### src/rcm_pkg.sv
package rcm_pkg;

    localparam int US_W      = 11;
    localparam int PCT_W     = 7;
    localparam int STICK_W   = 11;
    localparam int CFG_IDX_W = 3;
    localparam int CFG_DAT_W = 11;

    // datapath widths, sized to the worst-case magnitudes of each step
    localparam int LANES   = 2;
    localparam int T_W     = 18;   // stick or side times a percent, signed
    localparam int MAG_W   = T_W - 1;
    localparam int RECIP_K = 41943;    // floor(2^22 / 100)
    localparam int RECIP_S = 22;
    localparam int K_W     = 16;
    localparam int PROD_W  = MAG_W + K_W;
    localparam int Q_W     = 11;   // quotient of a magnitude by 100
    localparam int RES_W   = Q_W + 1;
    localparam int SIDE_W  = 13;   // throttle plus or minus scaled steer
    localparam int ABS_W   = SIDE_W - 1;
    localparam int NUM_W   = 22;   // side magnitude times 1000
    localparam int DIV_STEPS = NUM_W;
    localparam int CNT_W   = $clog2(DIV_STEPS);

    localparam int SPEED_HIGH_US = 1700;
    localparam int SPEED_MID_US  = 1300;
    localparam int PEAK_LIMIT    = 1000;
    localparam int PCT_SCALE     = 100;

    localparam logic [US_W-1:0]  AUTO_THR_RST   = 11'd1500;
    localparam logic [US_W-1:0]  LASER_THR_RST  = 11'd1700;
    localparam logic [US_W-1:0]  ESTOP_THR_RST  = 11'd1500;
    localparam logic [US_W-1:0]  FIRE_THR_RST   = 11'd1700;
    localparam logic [PCT_W-1:0] TURN_GAIN_RST  = 7'd60;
    localparam logic [PCT_W-1:0] SPEED_LOW_RST  = 7'd30;
    localparam logic [PCT_W-1:0] SPEED_MID_RST  = 7'd60;
    localparam logic [PCT_W-1:0] SPEED_HIGH_RST = 7'd100;

    typedef enum logic [CFG_IDX_W-1:0] {
        CFG_AUTO_THR   = 3'd0,
        CFG_LASER_THR  = 3'd1,
        CFG_ESTOP_THR  = 3'd2,
        CFG_FIRE_THR   = 3'd3,
        CFG_TURN_GAIN  = 3'd4,
        CFG_SPEED_LOW  = 3'd5,
        CFG_SPEED_MID  = 3'd6,
        CFG_SPEED_HIGH = 3'd7
    } cfg_idx_t;

    typedef enum logic [3:0] {
        OP_NONE,
        OP_LOAD,
        OP_GAIN,
        OP_RECIP,
        OP_QUOT,
        OP_MIX,
        OP_PREP,
        OP_DIV_STEP,
        OP_FIX,
        OP_PCT,
        OP_OUT
    } op_t;

    typedef enum logic [3:0] {
        ST_IDLE,
        ST_GAIN,
        ST_RECIP_S,
        ST_QUOT_S,
        ST_MIX,
        ST_PREP,
        ST_DIV,
        ST_FIX,
        ST_PCT,
        ST_RECIP_P,
        ST_QUOT_P,
        ST_OUT
    } state_t;

    typedef struct packed {
        op_t op;
    } dp_cmd_t;

    typedef struct packed {
        logic over;
        logic div_last;
    } dp_status_t;

endpackage

### src/rcm_ctrl.sv
module rcm_ctrl (
    input  logic               clk,
    input  logic               rst_n,
    input  logic               in_valid,
    output logic               in_ready,
    output logic               out_valid,
    input  logic               out_ready,
    input  rcm_pkg::dp_status_t status,
    output rcm_pkg::dp_cmd_t    cmd
);

    rcm_pkg::state_t state_reg;
    rcm_pkg::state_t state_next;
    logic            out_valid_reg;
    logic            out_valid_next;

    always_ff @(posedge clk or negedge rst_n)
    begin
        if (!rst_n)
        begin
            state_reg     <= rcm_pkg::ST_IDLE;
            out_valid_reg <= 1'b0;
        end
        else
        begin
            state_reg     <= state_next;
            out_valid_reg <= out_valid_next;
        end
    end

    always_comb
    begin
        state_next = state_reg;
        case (state_reg)
            rcm_pkg::ST_IDLE:
            begin
                if (in_valid)
                begin
                    state_next = rcm_pkg::ST_GAIN;
                end
            end
            rcm_pkg::ST_GAIN:    state_next = rcm_pkg::ST_RECIP_S;
            rcm_pkg::ST_RECIP_S: state_next = rcm_pkg::ST_QUOT_S;
            rcm_pkg::ST_QUOT_S:  state_next = rcm_pkg::ST_MIX;
            rcm_pkg::ST_MIX:     state_next = rcm_pkg::ST_PREP;
            rcm_pkg::ST_PREP:
            begin
                // peak scaling only when a side exceeds the limit in drive
                state_next = status.over ? rcm_pkg::ST_DIV : rcm_pkg::ST_PCT;
            end
            rcm_pkg::ST_DIV:
            begin
                if (status.div_last)
                begin
                    state_next = rcm_pkg::ST_FIX;
                end
            end
            rcm_pkg::ST_FIX:     state_next = rcm_pkg::ST_PCT;
            rcm_pkg::ST_PCT:     state_next = rcm_pkg::ST_RECIP_P;
            rcm_pkg::ST_RECIP_P: state_next = rcm_pkg::ST_QUOT_P;
            rcm_pkg::ST_QUOT_P:  state_next = rcm_pkg::ST_OUT;
            rcm_pkg::ST_OUT:
            begin
                if (!out_valid_reg || out_ready)
                begin
                    state_next = rcm_pkg::ST_IDLE;
                end
            end
            default:             state_next = rcm_pkg::ST_IDLE;
        endcase
    end

    always_comb
    begin
        in_ready = 1'b0;
        cmd.op   = rcm_pkg::OP_NONE;
        case (state_reg)
            rcm_pkg::ST_IDLE:
            begin
                in_ready = 1'b1;
                if (in_valid)
                begin
                    cmd.op = rcm_pkg::OP_LOAD;
                end
            end
            rcm_pkg::ST_GAIN:    cmd.op = rcm_pkg::OP_GAIN;
            rcm_pkg::ST_RECIP_S: cmd.op = rcm_pkg::OP_RECIP;
            rcm_pkg::ST_QUOT_S:  cmd.op = rcm_pkg::OP_QUOT;
            rcm_pkg::ST_MIX:     cmd.op = rcm_pkg::OP_MIX;
            rcm_pkg::ST_PREP:    cmd.op = rcm_pkg::OP_PREP;
            rcm_pkg::ST_DIV:     cmd.op = rcm_pkg::OP_DIV_STEP;
            rcm_pkg::ST_FIX:     cmd.op = rcm_pkg::OP_FIX;
            rcm_pkg::ST_PCT:     cmd.op = rcm_pkg::OP_PCT;
            rcm_pkg::ST_RECIP_P: cmd.op = rcm_pkg::OP_RECIP;
            rcm_pkg::ST_QUOT_P:  cmd.op = rcm_pkg::OP_QUOT;
            rcm_pkg::ST_OUT:
            begin
                // hold until the previous result has been transferred
                if (!out_valid_reg || out_ready)
                begin
                    cmd.op = rcm_pkg::OP_OUT;
                end
            end
            default:             cmd.op = rcm_pkg::OP_NONE;
        endcase
    end

    always_comb
    begin
        if (cmd.op == rcm_pkg::OP_OUT)
        begin
            out_valid_next = 1'b1;
        end
        else if (out_ready)
        begin
            out_valid_next = 1'b0;
        end
        else
        begin
            out_valid_next = out_valid_reg;
        end
    end

    assign out_valid = out_valid_reg;

endmodule

### src/rcm_dp.sv
module rcm_dp (
    input  logic                                 clk,
    input  logic                                 rst_n,
    input  rcm_pkg::dp_cmd_t                     cmd,
    output rcm_pkg::dp_status_t                  status,
    input  logic                                 cfg_valid,
    input  logic [rcm_pkg::CFG_IDX_W-1:0]        cfg_index,
    input  logic [rcm_pkg::CFG_DAT_W-1:0]        cfg_data,
    input  logic                                 link_ok,
    input  logic [rcm_pkg::US_W-1:0]             estop_channel_us,
    input  logic [rcm_pkg::US_W-1:0]             laser_channel_us,
    input  logic [rcm_pkg::US_W-1:0]             mode_channel_us,
    input  logic [rcm_pkg::US_W-1:0]             speed_channel_us,
    input  logic [rcm_pkg::US_W-1:0]             fire_channel_us,
    input  logic signed [rcm_pkg::STICK_W-1:0]   throttle_norm,
    input  logic signed [rcm_pkg::STICK_W-1:0]   steer_norm,
    output logic signed [rcm_pkg::STICK_W-1:0]   left_speed,
    output logic signed [rcm_pkg::STICK_W-1:0]   right_speed,
    output logic                                 motor_enable,
    output logic                                 fire_out,
    output logic                                 laser_active,
    output logic                                 auto_active,
    output logic                                 estop_latched
);

    localparam int L = rcm_pkg::LANES;
    localparam int MUL_W = rcm_pkg::T_W + 1;

    // configuration and tick state
    logic [rcm_pkg::US_W-1:0]  auto_thr_reg, laser_thr_reg, estop_thr_reg, fire_thr_reg;
    logic [rcm_pkg::US_W-1:0]  auto_thr_next, laser_thr_next, estop_thr_next, fire_thr_next;
    logic [rcm_pkg::PCT_W-1:0] gain_reg, spd_low_reg, spd_mid_reg, spd_high_reg;
    logic [rcm_pkg::PCT_W-1:0] gain_next, spd_low_next, spd_mid_next, spd_high_next;
    logic latch_reg, latch_next, before_reg, before_next;

    // per-tick payload
    logic drive_reg, drive_next, laser_reg, laser_next;
    logic autom_reg, autom_next, fire_reg, fire_next;
    logic [rcm_pkg::PCT_W-1:0]          pct_reg, pct_next;
    logic signed [rcm_pkg::STICK_W-1:0] thr_reg, thr_next, str_reg, str_next;

    logic signed [rcm_pkg::T_W-1:0]    t_reg [L];
    logic signed [rcm_pkg::T_W-1:0]    t_next [L];
    logic [rcm_pkg::MAG_W-1:0]         mag_reg [L];
    logic [rcm_pkg::MAG_W-1:0]         mag_next [L];
    logic                              sgn_reg [L];
    logic                              sgn_next [L];
    logic [rcm_pkg::PROD_W-1:0]        prod_reg [L];
    logic [rcm_pkg::PROD_W-1:0]        prod_next [L];
    logic signed [rcm_pkg::RES_W-1:0]  res_reg [L];
    logic signed [rcm_pkg::RES_W-1:0]  res_next [L];
    logic signed [rcm_pkg::SIDE_W-1:0] side_reg [L];
    logic signed [rcm_pkg::SIDE_W-1:0] side_next [L];
    logic [rcm_pkg::NUM_W-1:0]         num_reg [L];
    logic [rcm_pkg::NUM_W-1:0]         num_next [L];
    logic [rcm_pkg::ABS_W-1:0]         rem_reg [L];
    logic [rcm_pkg::ABS_W-1:0]         rem_next [L];
    logic [rcm_pkg::ABS_W-1:0]         peak_reg, peak_next;
    logic                              over_reg, over_next;
    logic [rcm_pkg::CNT_W-1:0]         cnt_reg, cnt_next;

    logic signed [rcm_pkg::STICK_W-1:0] left_reg, left_next, right_reg, right_next;
    logic enable_reg, enable_next, fire_o_reg, fire_o_next;
    logic laser_o_reg, laser_o_next, auto_o_reg, auto_o_next, latch_o_reg, latch_o_next;

    // tick decisions
    logic btn, laser_sel, auto_on, latch_upd, latch_new;

    // lane arithmetic
    logic signed [MUL_W-1:0]           str_ext, gain_ext, gain_prod, pct_ext;
    logic signed [MUL_W-1:0]           pct_prod [L];
    logic signed [rcm_pkg::T_W-1:0]    t_neg [L];
    logic [rcm_pkg::MAG_W-1:0]         mag_w [L];
    logic [rcm_pkg::Q_W-1:0]           q0 [L];
    logic [rcm_pkg::Q_W-1:0]           q_fix [L];
    logic [rcm_pkg::MAG_W-1:0]         q0x100 [L];
    logic [rcm_pkg::MAG_W-1:0]         r_w [L];
    logic signed [rcm_pkg::SIDE_W-1:0] mix_w [L];
    logic [rcm_pkg::ABS_W-1:0]         mix_abs [L];
    logic [rcm_pkg::ABS_W-1:0]         side_abs [L];
    logic signed [rcm_pkg::SIDE_W-1:0] res_ext, thr_ext;
    logic [rcm_pkg::ABS_W:0]           trial [L];
    logic                              trial_ge [L];
    logic signed [rcm_pkg::STICK_W-1:0] sat_w [L];

    function automatic logic [rcm_pkg::ABS_W-1:0] abs_side(
        input logic signed [rcm_pkg::SIDE_W-1:0] v
    );
        logic signed [rcm_pkg::SIDE_W-1:0] n;
        n = -v;
        return v[rcm_pkg::SIDE_W-1] ? n[rcm_pkg::ABS_W-1:0] : v[rcm_pkg::ABS_W-1:0];
    endfunction

    // ------------------------------------------------------------------
    // mode and latch decisions for the incoming tick
    assign btn       = estop_channel_us > estop_thr_reg;
    assign laser_sel = laser_channel_us > laser_thr_reg;
    assign auto_on   = mode_channel_us > auto_thr_reg;
    // set on a button rising edge, release only with button up in manual
    assign latch_upd = (latch_reg | (btn & ~before_reg)) & (btn | auto_on);
    assign latch_new = link_ok ? latch_upd : latch_reg;

    // ------------------------------------------------------------------
    assign str_ext   = {{(MUL_W-rcm_pkg::STICK_W){str_reg[rcm_pkg::STICK_W-1]}}, str_reg};
    assign gain_ext  = {{(MUL_W-rcm_pkg::PCT_W){1'b0}}, gain_reg};
    assign gain_prod = str_ext * gain_ext;
    assign pct_ext   = {{(MUL_W-rcm_pkg::PCT_W){1'b0}}, pct_reg};
    assign res_ext   = {{(rcm_pkg::SIDE_W-rcm_pkg::RES_W){res_reg[0][rcm_pkg::RES_W-1]}},
                        res_reg[0]};
    assign thr_ext   = {{(rcm_pkg::SIDE_W-rcm_pkg::STICK_W){thr_reg[rcm_pkg::STICK_W-1]}},
                        thr_reg};
    assign mix_w[0]  = thr_ext + res_ext;
    assign mix_w[1]  = thr_ext - res_ext;

    always_comb
    begin
        for (int i = 0; i < L; i++)
        begin
            // magnitude for the divide-by-100 reciprocal
            t_neg[i] = -t_reg[i];
            mag_w[i] = t_reg[i][rcm_pkg::T_W-1] ? t_neg[i][rcm_pkg::MAG_W-1:0]
                                                : t_reg[i][rcm_pkg::MAG_W-1:0];
            // reciprocal estimate is low by at most one; fix with one compare
            q0[i]     = prod_reg[i][rcm_pkg::RECIP_S +: rcm_pkg::Q_W];
            q0x100[i] = rcm_pkg::MAG_W'(q0[i]) * rcm_pkg::MAG_W'(rcm_pkg::PCT_SCALE);
            r_w[i]    = mag_reg[i] - q0x100[i];
            q_fix[i]  = (r_w[i] >= rcm_pkg::MAG_W'(rcm_pkg::PCT_SCALE)) ? q0[i] + 1'b1 : q0[i];

            mix_abs[i]  = abs_side(mix_w[i]);
            side_abs[i] = abs_side(side_reg[i]);

            // one restoring step of the peak divide
            trial[i]    = {rem_reg[i], num_reg[i][rcm_pkg::NUM_W-1]};
            trial_ge[i] = trial[i] >= {1'b0, peak_reg};

            pct_prod[i] = {{(MUL_W-rcm_pkg::SIDE_W){side_reg[i][rcm_pkg::SIDE_W-1]}},
                           side_reg[i]} * pct_ext;

            if (res_reg[i] > $signed(rcm_pkg::RES_W'(rcm_pkg::PEAK_LIMIT)))
            begin
                sat_w[i] = rcm_pkg::STICK_W'(rcm_pkg::PEAK_LIMIT);
            end
            else if (res_reg[i] < -$signed(rcm_pkg::RES_W'(rcm_pkg::PEAK_LIMIT)))
            begin
                sat_w[i] = -$signed(rcm_pkg::STICK_W'(rcm_pkg::PEAK_LIMIT));
            end
            else
            begin
                sat_w[i] = res_reg[i][rcm_pkg::STICK_W-1:0];
            end
        end
    end

    // ------------------------------------------------------------------
    always_comb
    begin
        auto_thr_next  = auto_thr_reg;
        laser_thr_next = laser_thr_reg;
        estop_thr_next = estop_thr_reg;
        fire_thr_next  = fire_thr_reg;
        gain_next      = gain_reg;
        spd_low_next   = spd_low_reg;
        spd_mid_next   = spd_mid_reg;
        spd_high_next  = spd_high_reg;
        if (cfg_valid)
        begin
            case (rcm_pkg::cfg_idx_t'(cfg_index))
                rcm_pkg::CFG_AUTO_THR:   auto_thr_next  = cfg_data[rcm_pkg::US_W-1:0];
                rcm_pkg::CFG_LASER_THR:  laser_thr_next = cfg_data[rcm_pkg::US_W-1:0];
                rcm_pkg::CFG_ESTOP_THR:  estop_thr_next = cfg_data[rcm_pkg::US_W-1:0];
                rcm_pkg::CFG_FIRE_THR:   fire_thr_next  = cfg_data[rcm_pkg::US_W-1:0];
                rcm_pkg::CFG_TURN_GAIN:  gain_next      = cfg_data[rcm_pkg::PCT_W-1:0];
                rcm_pkg::CFG_SPEED_LOW:  spd_low_next   = cfg_data[rcm_pkg::PCT_W-1:0];
                rcm_pkg::CFG_SPEED_MID:  spd_mid_next   = cfg_data[rcm_pkg::PCT_W-1:0];
                rcm_pkg::CFG_SPEED_HIGH: spd_high_next  = cfg_data[rcm_pkg::PCT_W-1:0];
                default:                 gain_next      = gain_reg;
            endcase
        end
    end

    always_comb
    begin
        latch_next   = latch_reg;
        before_next  = before_reg;
        drive_next   = drive_reg;
        laser_next   = laser_reg;
        autom_next   = autom_reg;
        fire_next    = fire_reg;
        pct_next     = pct_reg;
        thr_next     = thr_reg;
        str_next     = str_reg;
        t_next       = t_reg;
        mag_next     = mag_reg;
        sgn_next     = sgn_reg;
        prod_next    = prod_reg;
        res_next     = res_reg;
        side_next    = side_reg;
        num_next     = num_reg;
        rem_next     = rem_reg;
        peak_next    = peak_reg;
        over_next    = over_reg;
        cnt_next     = cnt_reg;
        left_next    = left_reg;
        right_next   = right_reg;
        enable_next  = enable_reg;
        fire_o_next  = fire_o_reg;
        laser_o_next = laser_o_reg;
        auto_o_next  = auto_o_reg;
        latch_o_next = latch_o_reg;

        case (cmd.op)
            rcm_pkg::OP_LOAD:
            begin
                latch_next  = latch_new;
                before_next = link_ok & btn;
                laser_next  = link_ok & laser_sel;
                autom_next  = link_ok & ~laser_sel & auto_on;
                drive_next  = link_ok & ~latch_new & ~laser_sel & ~auto_on;
                fire_next   = link_ok & ~latch_new & laser_sel & (fire_channel_us > fire_thr_reg);
                if (speed_channel_us > rcm_pkg::US_W'(rcm_pkg::SPEED_HIGH_US))
                begin
                    pct_next = spd_high_reg;
                end
                else if (speed_channel_us > rcm_pkg::US_W'(rcm_pkg::SPEED_MID_US))
                begin
                    pct_next = spd_mid_reg;
                end
                else
                begin
                    pct_next = spd_low_reg;
                end
                thr_next = throttle_norm;
                str_next = steer_norm;
            end
            rcm_pkg::OP_GAIN:
            begin
                t_next[0] = gain_prod[rcm_pkg::T_W-1:0];
                t_next[1] = '0;
            end
            rcm_pkg::OP_RECIP:
            begin
                for (int i = 0; i < L; i++)
                begin
                    mag_next[i]  = mag_w[i];
                    sgn_next[i]  = t_reg[i][rcm_pkg::T_W-1];
                    prod_next[i] = rcm_pkg::PROD_W'(mag_w[i]) *
                                   rcm_pkg::PROD_W'(rcm_pkg::RECIP_K);
                end
            end
            rcm_pkg::OP_QUOT:
            begin
                for (int i = 0; i < L; i++)
                begin
                    res_next[i] = sgn_reg[i] ? -$signed({1'b0, q_fix[i]})
                                             : $signed({1'b0, q_fix[i]});
                end
            end
            rcm_pkg::OP_MIX:
            begin
                side_next[0] = mix_w[0];
                side_next[1] = mix_w[1];
                peak_next    = (mix_abs[1] > mix_abs[0]) ? mix_abs[1] : mix_abs[0];
                over_next    = drive_reg &
                               (((mix_abs[1] > mix_abs[0]) ? mix_abs[1] : mix_abs[0]) >
                                rcm_pkg::ABS_W'(rcm_pkg::PEAK_LIMIT));
            end
            rcm_pkg::OP_PREP:
            begin
                for (int i = 0; i < L; i++)
                begin
                    num_next[i] = rcm_pkg::NUM_W'(side_abs[i]) *
                                  rcm_pkg::NUM_W'(rcm_pkg::PEAK_LIMIT);
                    rem_next[i] = '0;
                    sgn_next[i] = side_reg[i][rcm_pkg::SIDE_W-1];
                end
                cnt_next = '0;
            end
            rcm_pkg::OP_DIV_STEP:
            begin
                for (int i = 0; i < L; i++)
                begin
                    rem_next[i] = trial_ge[i] ? rcm_pkg::ABS_W'(trial[i] - {1'b0, peak_reg})
                                              : trial[i][rcm_pkg::ABS_W-1:0];
                    num_next[i] = {num_reg[i][rcm_pkg::NUM_W-2:0], trial_ge[i]};
                end
                cnt_next = cnt_reg + 1'b1;
            end
            rcm_pkg::OP_FIX:
            begin
                for (int i = 0; i < L; i++)
                begin
                    side_next[i] = sgn_reg[i]
                        ? -$signed(rcm_pkg::SIDE_W'(num_reg[i][rcm_pkg::Q_W-1:0]))
                        : $signed(rcm_pkg::SIDE_W'(num_reg[i][rcm_pkg::Q_W-1:0]));
                end
            end
            rcm_pkg::OP_PCT:
            begin
                for (int i = 0; i < L; i++)
                begin
                    t_next[i] = pct_prod[i][rcm_pkg::T_W-1:0];
                end
            end
            rcm_pkg::OP_OUT:
            begin
                left_next    = drive_reg ? sat_w[0] : '0;
                right_next   = drive_reg ? sat_w[1] : '0;
                enable_next  = drive_reg;
                fire_o_next  = fire_reg;
                laser_o_next = laser_reg;
                auto_o_next  = autom_reg;
                latch_o_next = latch_reg;
            end
            default:
            begin
                cnt_next = cnt_reg;
            end
        endcase
    end

    // ------------------------------------------------------------------
    always_ff @(posedge clk or negedge rst_n)
    begin
        if (!rst_n)
        begin
            auto_thr_reg  <= rcm_pkg::AUTO_THR_RST;
            laser_thr_reg <= rcm_pkg::LASER_THR_RST;
            estop_thr_reg <= rcm_pkg::ESTOP_THR_RST;
            fire_thr_reg  <= rcm_pkg::FIRE_THR_RST;
            gain_reg      <= rcm_pkg::TURN_GAIN_RST;
            spd_low_reg   <= rcm_pkg::SPEED_LOW_RST;
            spd_mid_reg   <= rcm_pkg::SPEED_MID_RST;
            spd_high_reg  <= rcm_pkg::SPEED_HIGH_RST;
            latch_reg     <= 1'b0;
            before_reg    <= 1'b0;
            over_reg      <= 1'b0;
            cnt_reg       <= '0;
        end
        else
        begin
            auto_thr_reg  <= auto_thr_next;
            laser_thr_reg <= laser_thr_next;
            estop_thr_reg <= estop_thr_next;
            fire_thr_reg  <= fire_thr_next;
            gain_reg      <= gain_next;
            spd_low_reg   <= spd_low_next;
            spd_mid_reg   <= spd_mid_next;
            spd_high_reg  <= spd_high_next;
            latch_reg     <= latch_next;
            before_reg    <= before_next;
            over_reg      <= over_next;
            cnt_reg       <= cnt_next;
        end
    end

    always_ff @(posedge clk)
    begin
        drive_reg   <= drive_next;
        laser_reg   <= laser_next;
        autom_reg   <= autom_next;
        fire_reg    <= fire_next;
        pct_reg     <= pct_next;
        thr_reg     <= thr_next;
        str_reg     <= str_next;
        t_reg       <= t_next;
        mag_reg     <= mag_next;
        sgn_reg     <= sgn_next;
        prod_reg    <= prod_next;
        res_reg     <= res_next;
        side_reg    <= side_next;
        num_reg     <= num_next;
        rem_reg     <= rem_next;
        peak_reg    <= peak_next;
        left_reg    <= left_next;
        right_reg   <= right_next;
        enable_reg  <= enable_next;
        fire_o_reg  <= fire_o_next;
        laser_o_reg <= laser_o_next;
        auto_o_reg  <= auto_o_next;
        latch_o_reg <= latch_o_next;
    end

    assign status.over     = over_reg;
    assign status.div_last = cnt_reg == rcm_pkg::CNT_W'(rcm_pkg::DIV_STEPS - 1);

    assign left_speed    = left_reg;
    assign right_speed   = right_reg;
    assign motor_enable  = enable_reg;
    assign fire_out      = fire_o_reg;
    assign laser_active  = laser_o_reg;
    assign auto_active   = auto_o_reg;
    assign estop_latched = latch_o_reg;

endmodule

### src/rc_mode_estop_and_skid_steer_mixer_unit.sv
// Sequence: after an input transfer: gain, reciprocal, quotient, mix and prep;
//   when the mixed peak exceeds 1000 in drive, the 22-step restoring divider on both
//   sides and a fix step; then percent, reciprocal, quotient and output. One tick at
//   a time: no new tick is taken until the output step, held by an untaken result.
// Reset: asynchronous, active low; clears the stop latch and button history and
//   loads the configuration defaults. Configuration writes are taken every cycle.
module rc_mode_estop_and_skid_steer_mixer_unit (
    input  logic                                 clk,
    input  logic                                 rst_n,
    input  logic                                 in_valid,
    output logic                                 in_ready,
    input  logic                                 link_ok,
    input  logic [rcm_pkg::US_W-1:0]             estop_channel_us,
    input  logic [rcm_pkg::US_W-1:0]             laser_channel_us,
    input  logic [rcm_pkg::US_W-1:0]             mode_channel_us,
    input  logic [rcm_pkg::US_W-1:0]             speed_channel_us,
    input  logic [rcm_pkg::US_W-1:0]             fire_channel_us,
    input  logic signed [rcm_pkg::STICK_W-1:0]   throttle_norm,
    input  logic signed [rcm_pkg::STICK_W-1:0]   steer_norm,
    output logic                                 out_valid,
    input  logic                                 out_ready,
    output logic signed [rcm_pkg::STICK_W-1:0]   left_speed,
    output logic signed [rcm_pkg::STICK_W-1:0]   right_speed,
    output logic                                 motor_enable,
    output logic                                 fire_out,
    output logic                                 laser_active,
    output logic                                 auto_active,
    output logic                                 estop_latched,
    input  logic                                 cfg_valid,
    output logic                                 cfg_ready,
    input  logic [rcm_pkg::CFG_IDX_W-1:0]        cfg_index,
    input  logic [rcm_pkg::CFG_DAT_W-1:0]        cfg_data
);

    rcm_pkg::dp_cmd_t    cmd;
    rcm_pkg::dp_status_t status;

    assign cfg_ready = 1'b1;

    rcm_ctrl u_ctrl (
        .clk       (clk),
        .rst_n     (rst_n),
        .in_valid  (in_valid),
        .in_ready  (in_ready),
        .out_valid (out_valid),
        .out_ready (out_ready),
        .status    (status),
        .cmd       (cmd)
    );

    rcm_dp u_dp (
        .clk              (clk),
        .rst_n            (rst_n),
        .cmd              (cmd),
        .status           (status),
        .cfg_valid        (cfg_valid),
        .cfg_index        (cfg_index),
        .cfg_data         (cfg_data),
        .link_ok          (link_ok),
        .estop_channel_us (estop_channel_us),
        .laser_channel_us (laser_channel_us),
        .mode_channel_us  (mode_channel_us),
        .speed_channel_us (speed_channel_us),
        .fire_channel_us  (fire_channel_us),
        .throttle_norm    (throttle_norm),
        .steer_norm       (steer_norm),
        .left_speed       (left_speed),
        .right_speed      (right_speed),
        .motor_enable     (motor_enable),
        .fire_out         (fire_out),
        .laser_active     (laser_active),
        .auto_active      (auto_active),
        .estop_latched    (estop_latched)
    );

    // stopped tracks whenever the motors are not enabled
    a_stop_zero: assert property (@(posedge clk) disable iff (!rst_n)
        out_valid && !motor_enable |-> left_speed == '0 && right_speed == '0)
        else $error("speed nonzero with motors disabled");

    // manual drive excludes every other mode and the latch
    a_drive_excl: assert property (@(posedge clk) disable iff (!rst_n)
        out_valid && motor_enable |-> !laser_active && !auto_active && !estop_latched)
        else $error("drive enabled outside manual mode");

    // fire only from laser mode with the latch clear
    a_fire_gate: assert property (@(posedge clk) disable iff (!rst_n)
        out_valid && fire_out |-> laser_active && !estop_latched && !auto_active)
        else $error("fire outside laser mode");

    // both sides stay inside the limit
    a_speed_range: assert property (@(posedge clk) disable iff (!rst_n)
        out_valid |-> left_speed <= 11'sd1000 && left_speed >= -11'sd1000 &&
                      right_speed <= 11'sd1000 && right_speed >= -11'sd1000)
        else $error("track speed out of range");

endmodule

### config.mk
export PLATFORM = sky130hd
export DESIGN_NAME = rc_mode_estop_and_skid_steer_mixer_unit
export DESIGN_NICKNAME = d
export VERILOG_FILES = /design/src/rcm_pkg.sv /design/src/rcm_ctrl.sv /design/src/rcm_dp.sv /design/src/rc_mode_estop_and_skid_steer_mixer_unit.sv
export SDC_FILE = /design/constraint.sdc
export NUM_CORES = 2
export LEC_CHECK = 0
export BUFFER_PORTS_ARGS = -buffer_cell sky130_fd_sc_hd__buf_2
export CORE_MARGIN = 1
export CORE_UTILIZATION = 44
export DETAILED_ROUTE_END_ITERATION = 10
export PLACE_DENSITY_LB_ADDON = 0.1
export SYNTH_ARGS = -nofsm -noshare
export SYNTH_HDL_FRONTEND = slang
export SYNTH_HIERARCHICAL = 1
export SYNTH_SLANG_ARGS = --single-unit
### constraint.sdc
create_clock -name clk -period 8.64 [get_ports clk]
set_clock_uncertainty 0.05 [all_clocks]
set_input_delay 1.728 -clock clk [delete_from_list [all_inputs] [get_ports clk]]
set_output_delay 1.728 -clock clk [all_outputs]
set_load 0.05 [all_outputs]
==> run_results.csv <==
group,metric,value,unit
clock_network,cts.path.max_buffers,3,
floorplan,rows,119,
timing,rsz0062_at_grt,"no",
route,drc_errors,22,
yosys,synthArstFlopShare,23.3,%
place,numPortBuffers,125,
critical_path,worstPathRequired,8.95,ns
floorplan,io_pins,127,
critical_path,path_max_fanout,6,
timing,worst_pin_slew,1.26,ns
yosys,yosysTopAreaCellShare,20.9,%
critical_path,startpoint_type,"flip-flop",
timing,min_period_over_period,94.6,%
yosys,yosys.area.top_type,"fa_1",
timing,final_hold_viol_count,0,
final_layout,largest_reg_flops,44,
yosys,ys_seq_elements,365,
floorplan,core,106000,um^2
yosys,yosysSeqAreaShare,22.5,%
grt,grt_overflow,0,
clock_network,post_cts_buffers,0,
clock_network,numCtsBuffers,48,
route,firstDrtPassIters,10,
floorplan,die_y,329,um
yosys,synth_cell_type_count,93,
place,place_ws,-0.238,ns
clock_network,postCtsHoldBufs,0,
critical_path,crit_type,"flip-flop to flip-flop",
route,wl_per_cell,17.0,um
clock_network,cts_max_level,2,
run,drv_cap,0,
worst_hold_path,hold_class,"flip-flop to flip-flop",
status,outcome,"finished, violations left",
clock_network,clkTransAtPathRegs,0.06,ns
yosys,yosysWarnings,6,
route,postRouteAntennaNets,0,
floorplan,dieArea,108000,um^2
final_layout,stdcell_area,51200,um^2
route,drt-initial-drc-count,1499,
yosys,synthCells,4837,
critical_path,cp.arrival,8.49,ns
clock_network,root_buffer,"clkbuf_16",
final_layout,drive_gt1_share,8.12,%
grt,grt_first_pass_wirelength,177000,um
timing,setup_viol_count_final,0,
timing,maxSlewViolCount,0,
floorplan,initial_core_util,44.6,%
yosys,synth_edf_count,280,
clock_network,cts_tree,"yes",
yosys,syn-num-nets,6138,
clock_network,clock-sinks,365,
final_layout,nets,6251,
timing,timing.final.ws_setup,0.464,ns
critical_path,cp-end-kind,"flip-flop",
grt,antenna_found_initial,2,
grt,grtUsageTotal,20.5,%
route,routed_via_density,5.14,
timing,fmax,122,MHz
place,gp_congestion,0.862,
yosys,yosys-top-cells-area,"fa_1, ha_1, edfxtp_1",
clock_network,clk_latency,0.63,ns
place,post_dp_cell_area,49500,um^2
status,violations,"design-rule violations",
yosys,avgSynthCellArea,9.74,um^2
route,vias,32800,
yosys,netlist_area,47100,um^2
grt,grt_pass1_vias,33300,
timing,layout_min_cycle_time,8.18,ns
route,routed_wl,108000,um
floorplan,die_x,329,um
timing,max_slew_margin,15.1,%
yosys,synth_flop_cell,"edfxtp_1",
final_layout,areaGrowthSynthToFinish,8.57,%
timing,setup_tns,0,ns
grt,grt_max_degree,72,
place,place_hpwl,87700,um
metrics by stage:
step	utilization [%]	instances	hold WS [ns]
4_1_cts	48.3	6380	0.375
3_3_place_gp	46.8	6291	0.357
3_5_place_dp	46.8	6291	0.355
6_report	48.4	6381	0.370
2_1_floorplan	-	4837	0.350
5_1_grt	48.4	6380	0.382
worst paths after layout:
check	from	to	slack [ns]	cells past startpoint
max	u_dp/t_reg[22]	u_dp/prod_reg[65]	0.46	24
min	u_dp/autom_reg	u_dp/auto_active	0.37	0
max reg2reg	u_dp/t_reg[22]	u_dp/prod_reg[65]	0.46	24
min reg2reg	u_dp/autom_reg	u_dp/auto_active	0.37	0
max in group asynchronous	rst_n	u_dp/cnt_reg[0]	6.48	2
min in group asynchronous	rst_n	u_dp/auto_thr_reg[5]	0.95	1
cells by family (layout without fill, tap and decap cells):
logic type,count (synthesis),count (layout),share of synthesized area [%]
simple gates,1081,1081,11.8
fa+ha+maj,1204,1204,39.8
mux,84,84,1.91
flops,365,365,22.5
buf+inv,1100,1252,8.80
other cells,1,2,0.00796
compound gates,716,716,9.77
xor+xnor,286,286,5.48
area by class of cell:
cell class	count	area, um^2
repair buffers	181	1050
clock inverters	27	290
fillers	10100	54600
clock buffers	62	1290
flip-flops and latches	365	10600
inverters	982	3690
multi-input cells	3372	32500
diodes	1	2.50
well taps	1391	1740
layer usage:
metal  routed length [um]  up-vias  global-route usage, %
met3                 4820      106                   3.33
li1                     -    16200                      -
met1                51400    16000                   28.7
met4                 1780        0                   3.81
met5                    0        -                      0
met2                50500      519                   33.7
layout by cell type, fill, tap and decap left out, types with 15 or more instances in the layout:
master / count
mux2_2: 46
ha_1: 713
o21bai_1: 20
nand2b_1: 44
o41ai_1: 16
o31ai_1: 42
nand3_1: 54
nor4_1: 17
nand2_1: 267
a21boi_0: 21
nor2_1: 227
a211oi_1: 20
nor3_1: 45
or2_2: 16
o31a_1: 18
clkbuf_16: 49
xnor2_1: 180
o21ai_0: 185
nor2b_1: 41
nand4_1: 25
a21oi_1: 194
and2_1: 212
xor2_1: 96
and3_1: 15
dfstp_2: 39
o211ai_1: 16
buf_4: 57
or4_1: 17
or3_1: 42
inv_1: 978
buf_2: 124
fa_1: 491
mux2i_1: 38
edfxtp_1: 280
o21a_1: 49
a21o_1: 35
dfrtp_1: 46
cells in the mapped netlist, types with 49 or more instances:
library cell,instances
xor2_1,97
xnor2_1,184
a21oi_1,194
and2_1,212
nor2_1,229
fa_1,491
edfxtp_1,280
o21ai_0,187
o21a_1,49
nand2_1,268
ha_1,713
clkbuf_1,109
inv_1,982
nand3_1,54
what timing repair did:
action                                  CTS  global route
gates resized for setup                   2             9
endpoints found under the setup margin    2             5
hold endpoints to repair                  0             0
worst max-delay path: stages, from the launching register on:
cell and delay, ns:
edfxtp_1 0.44, or4_1 0.60, or4_1 0.55, nand2b_1 0.19, o21ai_0 0.27, xnor2_2 0.23, ha_1 0.31, fa_1 0.55
inv_1 0.05, fa_1 0.48, fa_1 0.55, inv_1 0.05, fa_1 0.50, fa_1 0.42, ha_1 0.30, and4_1 0.24
nand3_1 0.10, or3_1 0.37, a21oi_1 0.22, o21ai_0 0.23, a2111oi_4 0.44, nor3_1 0.14, o31ai_1 0.35, a21oi_1 0.13
xnor2_1 0.13
Power is not shown: default switching activity piles up to over one toggle a cycle in this logic, so the estimate is an artifact.
